==> src/design/assert_macros.svh <==
// ----------------------------------------------------------------------------
// Assertion macros
// Shared concurrent assertion forms, clocked on clk_i and disabled in reset.
// ----------------------------------------------------------------------------
`ifndef ASSERT_MACROS_SVH
`define ASSERT_MACROS_SVH

// The consequent must hold in the same cycle as the antecedent.
`define ASSERT_SAME(lbl, ante, cons, msg) \
  lbl: assert property (@(posedge clk_i) disable iff (!rst_ni) (ante) |-> (cons)) \
    else $error(msg);

// The consequent must hold in the cycle after the antecedent.
`define ASSERT_NEXT(lbl, ante, cons, msg) \
  lbl: assert property (@(posedge clk_i) disable iff (!rst_ni) (ante) |=> (cons)) \
    else $error(msg);

`endif

==> src/design/fqoc_pkg.sv <==
// ----------------------------------------------------------------------------
// fqoc_pkg
// Types and constants shared by the ordered FIFO queue modules.
// ----------------------------------------------------------------------------
package fqoc_pkg;

  // Built ring depth. The 5-bit capacity and occupancy fields must be able to
  // hold this depth as a value, so it is fixed together with them.
  localparam int DEPTH     = 16;

  localparam int DATA_W    = 32;
  localparam int OP_W      = 2;
  localparam int STAT_W    = 2;
  localparam int CNT_W     = 5;
  localparam int OUT_W     = 104;

  localparam logic [CNT_W-1:0] CAP_RESET = 5'd16;

  typedef enum logic [OP_W-1:0] {
    OP_PUSH   = 2'd0,
    OP_POP    = 2'd1,
    OP_STATUS = 2'd2
  } op_e;

  typedef enum logic [STAT_W-1:0] {
    ST_OK    = 2'd0,
    ST_FULL  = 2'd1,
    ST_EMPTY = 2'd2
  } status_e;

  // Commands from the controller to the datapath.
  typedef struct packed {
    logic capture;  // latch the input word and read the second-oldest entry
    logic commit;   // apply the operation and load the result register
  } cmd_t;

  typedef struct packed {
    logic signed [DATA_W-1:0] popped_value;
    status_e                  status;
    logic [CNT_W-1:0]         occupancy;
    logic                     is_full;
    logic                     is_empty;
    logic signed [DATA_W-1:0] front_value;
    logic signed [DATA_W-1:0] rear_value;
    logic                     is_ordered;
  } result_t;

endpackage

==> src/design/fqoc_ctrl.sv <==
// ----------------------------------------------------------------------------
// fqoc_ctrl
// Handshake controller: accepts one word, then commits it once the result
// register is free.
// ----------------------------------------------------------------------------
module fqoc_ctrl (
  input  logic          clk_i,
  input  logic          rst_ni,
  input  logic          in_valid_i,
  output logic          in_ready_o,
  output logic          out_valid_o,
  input  logic          out_ready_i,
  output fqoc_pkg::cmd_t cmd_o
);

  typedef enum logic {
    S_IDLE,
    S_EXEC
  } state_e;

  state_e state_q, state_d;
  logic   out_valid_q, out_valid_d;
  logic   res_free;

  // The result register can take a new word when empty or being drained.
  assign res_free = !out_valid_q || out_ready_i;

  always_comb begin
    state_d        = state_q;
    out_valid_d    = out_valid_q && !out_ready_i;
    cmd_o.capture  = 1'b0;
    cmd_o.commit   = 1'b0;
    case (state_q)
      S_IDLE: begin
        if (in_valid_i) begin
          cmd_o.capture = 1'b1;
          state_d       = S_EXEC;
        end
      end
      S_EXEC: begin
        if (res_free) begin
          cmd_o.commit = 1'b1;
          out_valid_d  = 1'b1;
          state_d      = S_IDLE;
        end
      end
      default: begin
        state_d = S_IDLE;
      end
    endcase
  end

  always_ff @(posedge clk_i or negedge rst_ni) begin
    if (!rst_ni) begin
      state_q     <= S_IDLE;
      out_valid_q <= 1'b0;
    end else begin
      state_q     <= state_d;
      out_valid_q <= out_valid_d;
    end
  end

  assign in_ready_o  = (state_q == S_IDLE);
  assign out_valid_o = out_valid_q;

endmodule

==> src/design/fqoc_dpath.sv <==
// ----------------------------------------------------------------------------
// fqoc_dpath
// Ring storage, pointers, descent counter and result register.
// ----------------------------------------------------------------------------
module fqoc_dpath (
  input  logic                                clk_i,
  input  logic                                rst_ni,
  input  fqoc_pkg::cmd_t                      cmd_i,
  input  logic [fqoc_pkg::OP_W-1:0]           op_i,
  input  logic signed [fqoc_pkg::DATA_W-1:0]  value_i,
  input  logic                                cfg_we_i,
  input  logic [fqoc_pkg::CNT_W-1:0]          cfg_wdata_i,
  output fqoc_pkg::result_t                   result_o
);

  localparam int PW = (fqoc_pkg::DEPTH > 1) ? $clog2(fqoc_pkg::DEPTH) : 1;
  localparam int SW = PW + 1;
  localparam logic [SW-1:0] DEPTH_S = SW'(fqoc_pkg::DEPTH);

  logic signed [fqoc_pkg::DATA_W-1:0] mem [fqoc_pkg::DEPTH];

  logic [fqoc_pkg::CNT_W-1:0]         cap_q;
  logic [PW-1:0]                      head_q, head_d;
  logic [fqoc_pkg::CNT_W-1:0]         count_q, count_d;
  logic [fqoc_pkg::CNT_W-1:0]         desc_q, desc_d;
  logic signed [fqoc_pkg::DATA_W-1:0] front_q, front_d;
  logic signed [fqoc_pkg::DATA_W-1:0] rear_q, rear_d;
  logic [fqoc_pkg::OP_W-1:0]          op_q;
  logic signed [fqoc_pkg::DATA_W-1:0] val_q;
  logic signed [fqoc_pkg::DATA_W-1:0] rd_data_q;
  fqoc_pkg::result_t                  res_q, res_d;

  logic [fqoc_pkg::CNT_W-1:0] cap_eff;
  logic [SW-1:0]              nxt_sum, wr_sum;
  logic [PW-1:0]              nxt_slot, wr_slot;
  logic                       full, empty, push_ok;

  // Capacity zero acts as one; anything above the built depth saturates.
  always_comb begin
    if (cap_q == '0) begin
      cap_eff = fqoc_pkg::CNT_W'(1);
    end else if (int'(cap_q) > fqoc_pkg::DEPTH) begin
      cap_eff = fqoc_pkg::CNT_W'(fqoc_pkg::DEPTH);
    end else begin
      cap_eff = cap_q;
    end
  end

  // Ring addresses: the entry after the head, and the free place at the rear.
  assign nxt_sum  = {1'b0, head_q} + SW'(1);
  assign nxt_slot = PW'((nxt_sum >= DEPTH_S) ? nxt_sum - DEPTH_S : nxt_sum);
  assign wr_sum   = {1'b0, head_q} + SW'(count_q);
  assign wr_slot  = PW'((wr_sum >= DEPTH_S) ? wr_sum - DEPTH_S : wr_sum);

  assign full    = (count_q >= cap_eff);
  assign empty   = (count_q == '0);
  assign push_ok = (op_q == fqoc_pkg::OP_PUSH) && !full;

  always_comb begin
    head_d  = head_q;
    count_d = count_q;
    desc_d  = desc_q;
    front_d = front_q;
    rear_d  = rear_q;
    res_d.popped_value = '0;
    res_d.status       = fqoc_pkg::ST_OK;

    if (op_q == fqoc_pkg::OP_PUSH) begin
      if (full) begin
        res_d.status = fqoc_pkg::ST_FULL;
      end else begin
        if (empty) begin
          front_d = val_q;
        end else if (rear_q > val_q) begin
          desc_d = desc_q + fqoc_pkg::CNT_W'(1);
        end
        rear_d  = val_q;
        count_d = count_q + fqoc_pkg::CNT_W'(1);
      end
    end else if (op_q == fqoc_pkg::OP_POP) begin
      if (empty) begin
        res_d.status = fqoc_pkg::ST_EMPTY;
      end else begin
        res_d.popped_value = front_q;
        // rd_data_q holds the entry behind the head, read at capture time.
        if (count_q > fqoc_pkg::CNT_W'(1)) begin
          if ((front_q > rd_data_q) && (desc_q != '0)) begin
            desc_d = desc_q - fqoc_pkg::CNT_W'(1);
          end
          front_d = rd_data_q;
        end
        head_d  = nxt_slot;
        count_d = count_q - fqoc_pkg::CNT_W'(1);
      end
    end

    res_d.occupancy   = count_d;
    res_d.is_full     = (count_d >= cap_eff);
    res_d.is_empty    = (count_d == '0);
    res_d.front_value = (count_d != '0) ? front_d : '0;
    res_d.rear_value  = (count_d != '0) ? rear_d : '0;
    res_d.is_ordered  = (desc_d == '0);
  end

  always_ff @(posedge clk_i or negedge rst_ni) begin
    if (!rst_ni) begin
      cap_q   <= fqoc_pkg::CAP_RESET;
      head_q  <= '0;
      count_q <= '0;
      desc_q  <= '0;
    end else begin
      if (cfg_we_i) begin
        cap_q <= cfg_wdata_i;
      end
      if (cmd_i.commit) begin
        head_q  <= head_d;
        count_q <= count_d;
        desc_q  <= desc_d;
      end
    end
  end

  always_ff @(posedge clk_i) begin
    if (cmd_i.capture) begin
      op_q      <= op_i;
      val_q     <= value_i;
      rd_data_q <= mem[nxt_slot];
    end
    if (cmd_i.commit) begin
      front_q <= front_d;
      rear_q  <= rear_d;
      res_q   <= res_d;
      if (push_ok) begin
        mem[wr_slot] <= val_q;
      end
    end
  end

  assign result_o = res_q;

endmodule

==> src/design/fifo_queue_with_order_check.sv <==
// ----------------------------------------------------------------------------
// fifo_queue_with_order_check
// Bounded FIFO of signed 32-bit values with status peeks and an order check.
// ----------------------------------------------------------------------------
//
//   Channel   Direction  Payload
//   s_axis    in         tuser: operation; tdata: push_value
//   m_axis    out        tuser: status; tdata: popped_value .. is_ordered
//   cfg       in         cfg_wdata_i: capacity
//
// For each word, the accept cycle reads the entry behind the head out of
// the single-read-port ring memory; a later commit cycle then applies the
// operation and loads the result register. The block takes a new word
// while a finished result still waits on m_axis; that word then stalls in
// its commit cycle until the result register drains. Reset clears pointers,
// counters and capacity (to 16); the ring contents are not cleared, since
// only entries written by a push are ever read.
// ----------------------------------------------------------------------------
module fifo_queue_with_order_check (
  input  logic                           clk_i,
  input  logic                           rst_ni,
  // Input words.
  input  logic                           s_axis_tvalid,
  output logic                           s_axis_tready,
  // [31:0] push_value
  input  logic [31:0]                    s_axis_tdata,
  // [1:0] operation
  input  logic [1:0]                     s_axis_tuser,
  // Result words.
  output logic                           m_axis_tvalid,
  input  logic                           m_axis_tready,
  // [31:0] popped_value, [36:32] occupancy, [37] is_full, [38] is_empty,
  // [70:39] front_value, [102:71] rear_value, [103] is_ordered
  output logic [fqoc_pkg::OUT_W-1:0]     m_axis_tdata,
  // [1:0] status
  output logic [fqoc_pkg::STAT_W-1:0]    m_axis_tuser,
  // Capacity register write.
  input  logic                           cfg_we_i,
  input  logic [fqoc_pkg::CNT_W-1:0]     cfg_wdata_i
);

  `include "assert_macros.svh"

  fqoc_pkg::cmd_t    cmd;
  fqoc_pkg::result_t res;

  // The controller owns the handshakes; it never looks at payload.
  fqoc_ctrl u_ctrl (
    .clk_i       (clk_i),
    .rst_ni      (rst_ni),
    .in_valid_i  (s_axis_tvalid),
    .in_ready_o  (s_axis_tready),
    .out_valid_o (m_axis_tvalid),
    .out_ready_i (m_axis_tready),
    .cmd_o       (cmd)
  );

  // The datapath holds the ring, pointers, descent count and result register.
  fqoc_dpath u_dpath (
    .clk_i       (clk_i),
    .rst_ni      (rst_ni),
    .cmd_i       (cmd),
    .op_i        (s_axis_tuser),
    .value_i     (s_axis_tdata),
    .cfg_we_i    (cfg_we_i),
    .cfg_wdata_i (cfg_wdata_i),
    .result_o    (res)
  );

  // Result fields are packed from the lowest bit up in the order listed above.
  assign m_axis_tdata = {res.is_ordered, res.rear_value, res.front_value,
                         res.is_empty, res.is_full, res.occupancy,
                         res.popped_value};
  assign m_axis_tuser = res.status;

  // One word at a time: an accepted word blocks the input for the next cycle.
  `ASSERT_NEXT(a_one_in_flight, s_axis_tvalid && s_axis_tready, !s_axis_tready,
    "input accepted while previous word still in progress")

  // An empty queue reports zero peeks and counts as ordered.
  `ASSERT_SAME(a_empty_peeks, m_axis_tvalid && res.is_empty,
    (res.occupancy == '0) && (res.front_value == '0) && (res.rear_value == '0)
      && res.is_ordered,
    "empty result with nonzero peeks or occupancy")

  // A dropped push leaves the queue full.
  `ASSERT_SAME(a_drop_full, m_axis_tvalid && (res.status == fqoc_pkg::ST_FULL),
    res.is_full, "push dropped while queue not full")

  // A pop on empty returns zero and leaves the queue empty.
  `ASSERT_SAME(a_pop_empty, m_axis_tvalid && (res.status == fqoc_pkg::ST_EMPTY),
    res.is_empty && (res.popped_value == '0), "empty pop with data or entries")

endmodule

==> config.mk <==
export PLATFORM = sky130hd
export DESIGN_NAME = fifo_queue_with_order_check
export DESIGN_NICKNAME = d
export VERILOG_FILES = /design/src/design/fqoc_pkg.sv /design/src/design/fqoc_ctrl.sv /design/src/design/fqoc_dpath.sv /design/src/design/fifo_queue_with_order_check.sv
export VERILOG_INCLUDE_DIRS = /design/src /design/src/design
export SDC_FILE = /design/constraint.sdc
export NUM_CORES = 1
export LEC_CHECK = 0
export BUFFER_PORTS_ARGS = -buffer_cell sky130_fd_sc_hd__buf_2
export CORE_MARGIN = 2
export CORE_UTILIZATION = 50
export CTS_CLUSTER_SIZE = 10
export DETAILED_ROUTE_END_ITERATION = 7
export PLACE_DENSITY = 0.78
export SETUP_SLACK_MARGIN = 0.3
export SLEW_MARGIN = 20
export SYNTH_ARGS = -nofsm -noshare
export SYNTH_HDL_FRONTEND = slang
export SYNTH_SLANG_ARGS = --single-unit
==> constraint.sdc <==
create_clock -name clk_i -period 8.91 [get_ports clk_i]
set_input_delay 0.891 -clock clk_i [delete_from_list [all_inputs] [get_ports clk_i]]
set_output_delay 0.891 -clock clk_i [all_outputs]
set_load 0.01 [all_outputs]
==> flow_summary.yaml <==
layout:
  nets: 2010
  fillers: 4435
  diodes: 0
  area_growth_pct: 13.9
  design_area_mm2: 0.0355
  drive_gt1_frac: 0.253
  mostFrequentLayoutCell: "edfxtp_1"
  final_cell_mix: "edfxtp_1, mux4_2, buf_2"
detailed_routing:
  ant_nets: 0
  drc: 0
  vias: 16200
  vias_per_cell: 5.92
  drt_iter0_drc: 1554
  firstDrtPassIters: 5
  routedWlPerCell_um: 25.6
  routed_wl_um: 70300
place:
  hpwl_um: 39600
  pre_cts_ws_ns: 4.35
  place_area_mm2: 0.0331
  port_buffers: 151
  place_congestion: 0.888
worst_hold_path:
  hold_path.class: "input port to async pin"
synthesis:
  async_reset_ff_frac: 0.0273
  synth-seq-cells: 769
  yosysUniqueCellTypes: 60
  synth_edf_count: 748
  syn_inst: 1674
  synth_area_leaders: "edfxtp_1, mux4_2, ha_1, nand2_1, dfrtp_1"
  yosysWarnings: 0
  synth_top_area_share: 0.721
  synthFlopType: "edfxtp_1"
  yosysTopAreaCell: "edfxtp_1"
  synth_area_mm2: 0.0312
  syn_area_per_cell_um2: 18.6
  seq_area_frac_synth: 0.738
  synth_fp_nets: 1802
clock_network:
  post_cts_resized: 0
  clkTransAtPathRegs_ns: 0.05
  clkSinkCount: 769
  clock-root-buffer: "clkbuf_16"
  cts.path.max_buffers: 3
  cts-hold-fix-buffers: 0
  cts_buffers: 87
  clk_latency_ns: 0.63
  cts_htree_levels: 3
  cts_tree: "yes"
  post-cts-setup-buffer-count: 0
timing:
  max_freq_ghz: 0.219
  finalHoldViolCount: 0
  layout_min_cycle_time_ns: 4.57
  finalCritPeriodShare: 0.513
  max-slew-margin-rel: 0.343
  rsz0062_at_grt: "no"
  setup_viol: 0
  setup_tns_ns: 0
  setup_slack_ns: 4.34
  clock_skew_ns: 0.0272
  slew_viol_final: 0
  tightestPinTransition_ns: 0.985
global_route:
  antenna_found_initial: 1
  grt_max_degree: 69
  overflow: 0
  grt_pass1_wl_um: 104000
  first_global_vias: 16900
  grt_usage: 0.222
floorplanning:
  dieHeight_um: 254
  num_rows: 91
  die_x_um: 254
  core_area_mm2: 0.0617
  dieArea_mm2: 0.0644
  start_util: 0.505
  pin_count: 152
power:
  power.total_mw: 12.9
  leakage_nw: 12.4
  power.density_mw_per_mm2: 363
  irDropWorstVdd_uv: 231
setup_path:
  slowest_stage: "a2111o_2"
  slowest_delay_ns: 0.87
  path_max_fanout: 65
  worstSetupPathType: "flip-flop to flip-flop"
  end_kind: "flip-flop"
  cp_common_cell: "nor2_1"
  worstPathCellList: "nor3_1, nor2_1, nor2_1, ha_1, nand2b_1, a211o_1, a31o_2, a2111o_2, nor2_1, a221oi_2, nor2_1, nor4b_4, buf_4, nor2b_1"
  critPathArrivalTime_ns: 4.92
  cp-start-kind: "flip-flop"
  required_ns: 9.26
outcome:
  outcome: "finished clean"
job:
  drv_cap: 0
-- where the power goes --
group	internal [mW]	switching, mW
Sequential	5.03	0.480
Clock	1.82	1.31
Combinational	1.89	2.35
-- layout make-up --
cell class              count  area (µm²)  area share
repair buffers            188        1030      0.0291
inverters                  76         290     0.00817
well taps                 837        1050      0.0295
multi-input cells         760        7760       0.218
flip-flops and latches    769       23000       0.647
clock buffers             103        2280      0.0642
clock inverters             8         116     0.00328
-- cells in the mapped netlist (all sizes together) (4+ instances only) --
master	instances
edfxtp	748
mux4	160
nand2	134
ha	83
inv	76
nor2b	68
o21ai	51
clkbuf	45
nor2	40
and2	35
a22oi	32
a21oi	30
buf	24
dfrtp	20
nand3	20
nand4	13
xnor2	11
a21o	8
nor3	8
xor2	6
mux2	5
nand2b	4
o211ai	4
-- kinds of logic (layout without fill, tap and decap cells) --
| kind of cell | count (synthesis) | in the layout | synth area share |
|---|---|---|---|
| flops | 769 | 769 | 0.738 |
| simple gates | 342 | 342 | 0.0546 |
| mux | 167 | 167 | 0.118 |
| compound gates | 150 | 150 | 0.0317 |
| buf+inv | 145 | 375 | 0.0194 |
| fa+ha+maj | 84 | 84 | 0.0340 |
| xor+xnor | 17 | 17 | 0.00478 |
-- through the flow --
step | cells | hold WS, ns | utilization
after floorplan | 1674 | 0.481 | -
after global placement | 2629 | 0.509 | 0.537
after detailed placement | 2630 | 0.506 | 0.537
after CTS | 2741 | 0.241 | 0.576
after global routing | 2741 | 0.267 | 0.576
final | 2741 | 0.251 | 0.576
-- final timing paths --
check / start / end / slack [ns] / depth (start not counted)
min in group clk_i: s_axis_tdata[21] / u_dpath.val_q[21] / 0.44 / 1
max reg2reg: u_dpath.cap_q[1] / u_dpath.result_o[10] / 4.34 / 14
min reg2reg: u_dpath.cap_q[0] / u_dpath.cap_q[0] / 0.52 / 1
max in group asynchronous: rst_ni / u_dpath.head_q[0] / 8.23 / 1
max: u_dpath.cap_q[1] / u_dpath.result_o[10] / 4.34 / 14
min: rst_ni / u_dpath.cap_q[0] / 0.25 / 1
-- routing by layer --
metal / wire [µm] / global-route usage / up-vias / share of wire
li1: - / - / 6977 / -
met1: 27200 / 0.300 / 8265 / 0.39
met4: 2190 / 0.0867 / 0 / 0.031
met2: 35100 / 0.365 / 855 / 0.50
met3: 5710 / 0.0357 / 138 / 0.081
met5: 0 / 0 / - / 0
-- sequential cells by signal, summed over array words and instances (netlist names) --
signal	flops
u_ctrl.out_valid_o	1
u_dpath.result_o	106
u_dpath.mem	512
u_dpath.front_q	32
u_ctrl.state_q	1
u_dpath.rear_q	32
u_dpath.rd_data_q	32
u_dpath.desc_q	5
u_dpath.head_q	4
u_dpath.count_q	5
u_dpath.op_q	2
u_dpath.val_q	32
u_dpath.cap_q	5
-- worst max-delay path, delay by kind of cell (launching register included) --
| kind | cells | cell delay (ns) |
|---|---|---|
| simple gates | 8 | 1.58 |
| compound gates | 4 | 1.53 |
| buf+inv | 1 | 0.50 |
| fa+ha+maj | 1 | 0.25 |
| flops | 1 | 0.40 |
Power figures use the tool's default switching activity.
